--- src/rtl/core/pcs_pkg.sv ---
// ----------------------------------------------------------------------------
// pcs_pkg
// Shared types, constants and tables of the percussive click synthesizer.
// ----------------------------------------------------------------------------
package pcs_pkg;

    // block constants
    localparam int unsigned SAMPLE_RATE   = 16000;
    localparam int unsigned CLICK_SAMPLES = 400;
    localparam int unsigned NOISE_SAMPLES = 48;

    // field widths
    localparam int unsigned FREQ_W   = 16;
    localparam int unsigned LEVEL_W  = 14;
    localparam int unsigned SAMPLE_W = 16;
    localparam int unsigned IDX_W    = 10;
    localparam int unsigned PERIOD_W = 14;

    // configuration port
    localparam int unsigned CFG_IDX_W  = 2;
    localparam int unsigned CFG_DATA_W = LEVEL_W;
    localparam logic [CFG_IDX_W-1:0] CFG_CLICK_ENABLE = 2'd0;
    localparam logic [CFG_IDX_W-1:0] CFG_TONE_LEVEL   = 2'd1;
    localparam logic [CFG_IDX_W-1:0] CFG_NOISE_LEVEL  = 2'd2;
    localparam logic               RST_CLICK_ENABLE = 1'b1;
    localparam logic [LEVEL_W-1:0] RST_TONE_LEVEL   = 14'd11200;
    localparam logic [LEVEL_W-1:0] RST_NOISE_LEVEL  = 14'd9600;

    // function codes
    localparam logic FUNC_START = 1'b0;
    localparam logic FUNC_TICK  = 1'b1;

    localparam logic [FREQ_W-1:0] DEFAULT_FREQ = 16'd2000;

    // restoring divider: one quotient bit per cycle
    localparam int unsigned DIV_W     = $clog2(SAMPLE_RATE + 1);
    localparam int unsigned DIV_CNT_W = $clog2(DIV_W);

    // seed hash
    localparam logic [31:0] SEED_XOR = 32'h9E3779B9;
    localparam logic [31:0] SEED_MUL = 32'h9E3779B1;

    // envelope exponent, 3.5*log2(e) in Q16, stepped once per sample
    localparam int unsigned ENV_SCALE  = 330919;
    localparam int unsigned ENV_Y_W    = 19;
    localparam int unsigned ENV_STEP_Q = ENV_SCALE / CLICK_SAMPLES;
    localparam int unsigned ENV_STEP_R = ENV_SCALE % CLICK_SAMPLES;
    localparam int unsigned ENV_REM_W  = IDX_W + 1;

    // shared multiplier
    localparam int unsigned MUL_A_W = 18;
    localparam int unsigned MUL_B_W = 33;
    localparam int unsigned MUL_P_W = MUL_A_W + MUL_B_W;

    typedef struct packed {
        logic              func;
        logic [FREQ_W-1:0] freq;
    } t_in;

    typedef struct packed {
        logic signed [SAMPLE_W-1:0] sample;
        logic                       last;
    } t_out;

    typedef struct packed {
        logic start_load;
        logic seed_mul;
        logic seed_wr;
        logic div_step;
        logic period_wr;
        logic env_mul;
        logic noise_mul;
        logic mix_mul;
        logic out_load;
    } t_ctl_cmd;

    typedef struct packed {
        logic last;
        logic out_busy;
    } t_ctl_status;

    // round(32768 * 2^(-j/16)), j = 0..16
    function automatic logic [15:0] pow2_frac(input logic [4:0] j);
        logic [15:0] v;
        unique case (j)
            5'd0:    v = 16'd32768;
            5'd1:    v = 16'd31379;
            5'd2:    v = 16'd30048;
            5'd3:    v = 16'd28774;
            5'd4:    v = 16'd27554;
            5'd5:    v = 16'd26386;
            5'd6:    v = 16'd25268;
            5'd7:    v = 16'd24196;
            5'd8:    v = 16'd23170;
            5'd9:    v = 16'd22188;
            5'd10:   v = 16'd21247;
            5'd11:   v = 16'd20347;
            5'd12:   v = 16'd19484;
            5'd13:   v = 16'd18658;
            5'd14:   v = 16'd17867;
            5'd15:   v = 16'd17109;
            5'd16:   v = 16'd16384;
            default: v = 16'd16384;
        endcase
        return v;
    endfunction

endpackage

--- src/rtl/core/pcs_ctrl.sv ---
// ----------------------------------------------------------------------------
// pcs_ctrl
// Sequencer: start setup (seed, period division) and per-tick sample steps.
// ----------------------------------------------------------------------------
module pcs_ctrl (
    input  logic                i_clk,
    input  logic                i_rst_n,
    input  logic                i_in_valid,
    input  logic                i_func,
    input  logic                i_click_enable,
    input  pcs_pkg::t_ctl_status i_status,
    output pcs_pkg::t_ctl_cmd   o_cmd,
    output logic                o_in_stall
);
    import pcs_pkg::*;

    localparam logic [3:0] S_IDLE     = 4'd0;
    localparam logic [3:0] S_SEED_MUL = 4'd1;
    localparam logic [3:0] S_SEED_WR  = 4'd2;
    localparam logic [3:0] S_DIV      = 4'd3;
    localparam logic [3:0] S_PER      = 4'd4;
    localparam logic [3:0] S_ENV      = 4'd5;
    localparam logic [3:0] S_NOISE    = 4'd6;
    localparam logic [3:0] S_MIX      = 4'd7;
    localparam logic [3:0] S_OUT      = 4'd8;

    localparam logic [DIV_CNT_W-1:0] DIV_LAST = DIV_CNT_W'(DIV_W - 1);

    logic [3:0]           r_state, n_state;
    logic [DIV_CNT_W-1:0] r_cnt, n_cnt;
    logic                 r_active, n_active;

    assign o_in_stall = (r_state != S_IDLE);

    always_comb begin
        n_state  = r_state;
        n_cnt    = r_cnt;
        n_active = r_active;
        o_cmd    = '0;
        unique case (r_state)
            S_IDLE: begin
                if (i_in_valid) begin
                    if (i_func == FUNC_START) begin
                        if (i_click_enable) begin
                            o_cmd.start_load = 1'b1;
                            n_state          = S_SEED_MUL;
                        end
                    end else if (r_active) begin
                        n_state = S_ENV;
                    end
                end
            end
            S_SEED_MUL: begin
                o_cmd.seed_mul = 1'b1;
                n_state        = S_SEED_WR;
            end
            S_SEED_WR: begin
                o_cmd.seed_wr = 1'b1;
                n_cnt         = '0;
                n_state       = S_DIV;
            end
            S_DIV: begin
                o_cmd.div_step = 1'b1;
                n_cnt          = r_cnt + 1'b1;
                if (r_cnt == DIV_LAST) begin
                    n_state = S_PER;
                end
            end
            S_PER: begin
                o_cmd.period_wr = 1'b1;
                n_active        = 1'b1;
                n_state         = S_IDLE;
            end
            S_ENV: begin
                o_cmd.env_mul = 1'b1;
                n_state       = S_NOISE;
            end
            S_NOISE: begin
                o_cmd.noise_mul = 1'b1;
                n_state         = S_MIX;
            end
            S_MIX: begin
                o_cmd.mix_mul = 1'b1;
                n_state       = S_OUT;
            end
            S_OUT: begin
                if (!i_status.out_busy) begin
                    o_cmd.out_load = 1'b1;
                    if (i_status.last) begin
                        n_active = 1'b0;
                    end
                    n_state = S_IDLE;
                end
            end
            default: begin
                n_state = S_IDLE;
            end
        endcase
    end

    always_ff @(posedge i_clk) begin
        if (!i_rst_n) begin
            r_state  <= S_IDLE;
            r_cnt    <= '0;
            r_active <= 1'b0;
        end else begin
            r_state  <= n_state;
            r_cnt    <= n_cnt;
            r_active <= n_active;
        end
    end

    a_tick_runs: assert property (@(posedge i_clk) disable iff (!i_rst_n)
        (r_state == S_IDLE && i_in_valid && i_func == FUNC_TICK && r_active)
        |=> (r_state == S_ENV))
        else $error("accepted tick did not start the sample steps");

    a_div_ends: assert property (@(posedge i_clk) disable iff (!i_rst_n)
        (r_state == S_DIV && r_cnt == DIV_LAST) |=> (r_state == S_PER))
        else $error("divider ran past its last quotient bit");

    a_period_arms: assert property (@(posedge i_clk) disable iff (!i_rst_n)
        (r_state == S_PER) |=> (r_active && r_state == S_IDLE))
        else $error("click not armed after period load");

    a_out_leaves: assert property (@(posedge i_clk) disable iff (!i_rst_n)
        (r_state == S_OUT && !i_status.out_busy) |=> (r_state == S_IDLE))
        else $error("sample transfer did not return to idle");

endmodule

--- config.mk ---
export PLATFORM = sky130hd
export DESIGN_NAME = pcs_ctrl
export DESIGN_NICKNAME = d
export VERILOG_FILES = /design/src/rtl/core/pcs_pkg.sv /design/src/rtl/core/pcs_ctrl.sv
export SDC_FILE = /design/constraint.sdc
export NUM_CORES = 1
export LEC_CHECK = 0
export BUFFER_PORTS_ARGS = -buffer_cell sky130_fd_sc_hd__buf_2
export CORE_AREA = 5 5 42 44
export DETAILED_ROUTE_END_ITERATION = 8
export DIE_AREA = 0 0 47 49
export HOLD_SLACK_MARGIN = 0.12
export PLACE_DENSITY = 0.78
export SLEW_MARGIN = 10
export SYNTH_ARGS = -nofsm -noshare
export SYNTH_HDL_FRONTEND = slang
export SYNTH_SLANG_ARGS = --single-unit
--- constraint.sdc ---
create_clock -name i_clk -period 5 [get_ports i_clk]
set_clock_uncertainty 0.1 [all_clocks]
set_input_delay 0.5 -clock i_clk [delete_from_list [all_inputs] [get_ports i_clk]]
set_output_delay 0.5 -clock i_clk [all_outputs]
set_load 0.1 [all_outputs]
==> Word-level counts from Yosys, hierarchy flattened <==
Cells that the tools add are included.
{ "totals": {"reg_bits": 9, "in_bits": 7, "output_inout_bits": 10, "wordCells": 49} }
{ "classes": {"addsub": 1, "n_eq_ne": 15, "muxes": 24, "reduce_logical": 6} }
{ "ops": {"columns": ["operator", "n"], "rows": [
  ["$pmux W4 S8", 1],
  ["$mux W4", 6],
  ["$eq A4 B3 Y1 const B", 4],
  ["$mux W1", 15],
  ["$eq A4 B2 Y1 const B", 2],
  ["$eq A4 B4 Y1 const B", 2],
  ["$ne A2 B2 Y1 const B", 4],
  ["$pmux W4 S2", 1],
  ["$ne A3 B3 Y1 const B", 2],
  ["$reduce_and A5 Y1", 1],
  ["$add A4 B1 Y4 const B", 1],
  ["$eq A4 B1 Y1 const B", 1],
  ["$logic_not A4 Y1", 1],
  ["$reduce_bool A2 Y1", 2],
  ["$reduce_bool A4 Y1", 1],
  ["$reduce_and A3 Y1", 1],
  ["$pmux W1 S2", 1]
]} }

==> Longest topological paths before layout <==
{ "logic_depth": {"ltp_word": 4, "mapped_depth": 5, "ltp_nobuf": 5} }

==> Worst setup path before layout <==
Ideal clock, no wire load.
{ "synth_path": {"path_kind": "register to output", "startpoint": "register r_state[1]", "endpoint": "output o_cmd[0] (netlist bit)", "arrival_time_ps": 3972, "required_time_ps": 4400, "setup_slack_ps": 428, "path_stages_with_launch": 4, "n_path_buf": 1, "path_cell_list": "dfxtp_1 -> clkbuf_1 -> or2_2 -> nor4b_1"} }
{ "synth_lines": {"columns": ["element", "line_no", "source"], "rows": [
  ["start: declaration", "pcs_ctrl.sv:29", "logic [3:0] r_state, n_state;"],
  ["start signal: assignment", "pcs_ctrl.sv:107", "r_state <= n_state;"],
  ["end: declaration", "pcs_ctrl.sv:12", "output pcs_pkg::t_ctl_cmd o_cmd,"]
]} }

==> out/summary.md <==
The number of rows created at floorplan is 14. The root buffer cell is sky130_fd_sc_hd__clkbuf_4. The maximum ir drop on the vdd rail is 300 µV. The synthesized design spends more area on one cell type than any other, namely sky130_fd_sc_hd__dfxtp_1.

The leakage power summed over all cells came out at 0.292 nW. Data on the critical path is required at its endpoint by 4.40 ns. The worst hold path was traced through 2 stages. After synthesis, the share of flip-flops with an asynchronous set or reset is 0%. The proportion of netlist area held by the largest area contributor works out to 32.1%.

Yosys mapped a number of flops with a built-in enable equal to 0. Across all layers, the routed design uses 549 vias. The minimum clock period after layout is 2.49 ns, and the net count after synthesis is 81. For this configuration, the core starts out at a cell density of 40.0%. The all-layer global routing usage was 12.2%; the average footprint of a synthesized cell was 7.79 µm².

For the pin with the worst max-slew slack, the measured transition is 0.629 ns. Summed over all layers, the routed wires come to 1.26 mm. 17 I/O pins were placed.

Ranked by total cell area, the synthesized netlist is headed by sky130_fd_sc_hd__dfxtp_1 (32%), sky130_fd_sc_hd__nor2_1 (6.0%), sky130_fd_sc_hd__a21oi_1 (4.5%). The kind of launch point of the worst setup path is a flip-flop. The cell internal power dissipation was 0.172 mW. Counting the buffers created by CTS gives 3. Net switching is 60.3% of the power. Per report_power, the combinational group accounts for 59.9% of the total. TritonCTS built the clock tree.

Setup total negative slack on the finished layout was measured at 0 ns. The run gives 513 as the number of global-route vias before repair. The number of hold buffers added after CTS was 0. The routed length per instance was 12.2 µm. The power density over the cells works out to 649 nW/µm². For this block, the initial DRC count from the detailed router was 2. Per report_power, the clock group accounts for 12.7% of the total. The number of antenna violations at the first check in global routing came out at 0.

In the global route stage, met2 resource usage came out at 18.6%. For the worst flop-to-flop path, the logic depth is 3. The synthesized netlist contains 30 unique library cells. The share of total power dissipated in sequential elements is 27.5%. Entering global routing, the biggest net connects 18 pins. The maximum clock frequency is 402 MHz, and the max-cap check violation count is 0.

The total number of yosys warnings is 0, and the growth of design area from synthesis to finish is 19.0%. The die is 49 µm tall. The global-route track usage on met1 was 15.4%; the total number of nets in the final design was 97.

The number of max-slew violations in the final report came out at 0. The layer flagged by global routing as most heavily used is met2. No sink is reached through more buffers than the 2 on the longest clock path.

Setup violations remaining at the end of the flow were counted as 0. Fill cells in the final layout number 147. The number of nets with antenna violations after detailed routing came out at 0.

In the synthesized netlist the dominant register cell turns out to be sky130_fd_sc_hd__dfxtp_1. The width of the die came out at 47 µm. The run gives 0.261 mW as the switching component of the power. In the final layout, the multi-input gates occupy 345 µm².

Cells with a size suffix above 1 make up 26.4% of the layout. The number of instances in the synthesized netlist came out at 72. Setup repair after global routing left no endpoint under its margin.

The flow ran to the end, and the final reports show no timing, DRC or antenna violations. For the deepest level of the CTS H-tree, the log shows 1. Gates resized during post-CTS repair numbered 0. The detailed placement HPWL came out at 942 µm. The mapped cell area was 561 µm².

The core region is 1400 µm². After global routing the overflow that remains totals 0. Most frequent standard cell in the layout excluding fill and tap cells: sky130_fd_sc_hd__buf_2. Class of the most critical setup path: reg -> out. Across the whole layout, storage elements account for 180 µm².

The clock-pin slew of the registers on the worst-case setup and hold paths was 0.06 ns. The nature of the critical path endpoint is an output port. In the routed layout, each cell is associated on average with a via count of 5.33. The maximum fanout along the worst path was 11; the number of design rule violations left after detail routing was 0. The run gives 2 as the total iterations of the first detailed-routing run. In the global route stage, met3 resource usage came out at 2.21%. The tools report the TritonCTS sink count as 9.

In this run the tightest slew margin relative to its limit is 57.0%. Routability-driven placement finished with a final weighted congestion of 0.740. Measured on the finished design, the core utilization comes to 47.6%.

The first global-routing pass estimated 2.10 mm of wire. Once the clock tree was built, the setup fixing pass inserted 0 buffers. The min-delay analysis places its worst path in the category in -> reg.

For the sequential area share after synthesis, the log shows 32.1%. Final worst-path cycle share: 49.8%. Antenna diode instance count: 0. The top cell types in the final layout, fill and taps aside, are sky130_fd_sc_hd__buf_2 (16), sky130_fd_sc_hd__nor2_1 (9), sky130_fd_sc_hd__dfxtp_1 (9). The final count of hold timing violations is 0, and the post-synthesis sequential element count is 9. Data arrives at the worst endpoint at 1.89 ns.

The floorplan step defined a die boundary enclosing 2300 µm². The worst-skew pair later-pin latency was 0.26 ns. During placement, the flow inserted port buffers numbering 16.
==> flip-flops by register name (all words and copies together) (netlist names) <==
signal / cells
r_active: 1
r_cnt: 4
r_state: 4
==> final cells by class <==
class	count	share of cell area (%)
flip-flops and latches	9	27.0
multi-input cells	54	51.8
well taps	16	3.00
clock buffers	4	3.94
repair buffers	16	12.0
inverters	4	2.25
==> Yosys cell counts (all sizes together) (2+ instances only) <==
| cell type | instances |
|---|---|
| nand2 | 5 |
| a2111oi | 2 |
| or3b | 2 |
| nor4b | 2 |
| nor3 | 3 |
| nand2b | 3 |
| nor2b | 2 |
| a21oi | 5 |
| nand3b | 2 |
| ha | 2 |
| nor2 | 9 |
| dfxtp | 9 |
| nand3 | 4 |
| inv | 4 |
| clkbuf | 5 |
==> per-layer routing <==
| metal | wire (µm) | share of wire, % |
|---|---|---|
| met1 | 581 | 46 |
| met3 | 111 | 8.8 |
| met4 | 35 | 2.8 |
| met2 | 528 | 42 |
| met5 | 0 | 0 |
==> worst max-delay path: stages, from the launching register on <==
cell and delay (ns):
sky130_fd_sc_hd__dfxtp_1 0.40, sky130_fd_sc_hd__or2_2 0.37, sky130_fd_sc_hd__or3_1 0.33, sky130_fd_sc_hd__nor2_1 0.11, sky130_fd_sc_hd__buf_2 0.43
==> worst paths after layout <==
check | start | end | slack [ns]
max | r_state[1] | o_cmd[8] | 2.51
min | i_status[1] | r_active | 0.31
max reg2reg | r_state[1] | r_cnt[3] | 3.16
min reg2reg | r_cnt[3] | r_cnt[3] | 0.40
==> kinds of logic (layout without fill, tap and decap cells) <==
| logic type | count (synthesis) | count (layout) | synth area share (%) |
|---|---|---|---|
| multiplexers | 2 | 2 | 3.79 |
| adder cells (fa/ha/maj) | 2 | 2 | 4.46 |
| AND/OR/NAND/NOR | 37 | 37 | 37.7 |
| flip-flops | 9 | 9 | 32.1 |
| buffers and inverters | 9 | 24 | 6.25 |
| AO/OA/AOI/OAI | 13 | 13 | 15.6 |
==> per-stage QoR <==
stage | hold slack (ns) | cells | power, mW | area [µm²] | worst slack (ns)
detailed placement | 0.397 | 99 | 0.379 | 641 | 2.78
global placement | 0.387 | 99 | 0.376 | 641 | 2.84
finish | 0.314 | 103 | 0.433 | 667 | 2.51
global route | 0.328 | 103 | 0.460 | 667 | 2.44
floorplan | 0.364 | 72 | 0.345 | 561 | 0.428
CTS | 0.313 | 103 | 0.434 | 667 | 2.50
==> power by group through the flow <==
stage	clock network (mW)	logic [mW]	registers (mW)
global route	0.0603	0.277	0.123
global placement	0	0.260	0.115
finish	0.0548	0.259	0.119
detailed placement	0	0.260	0.119
CTS	0.0563	0.261	0.118
floorplan	0	0.251	0.0941
(Power assumes the default switching activity.)
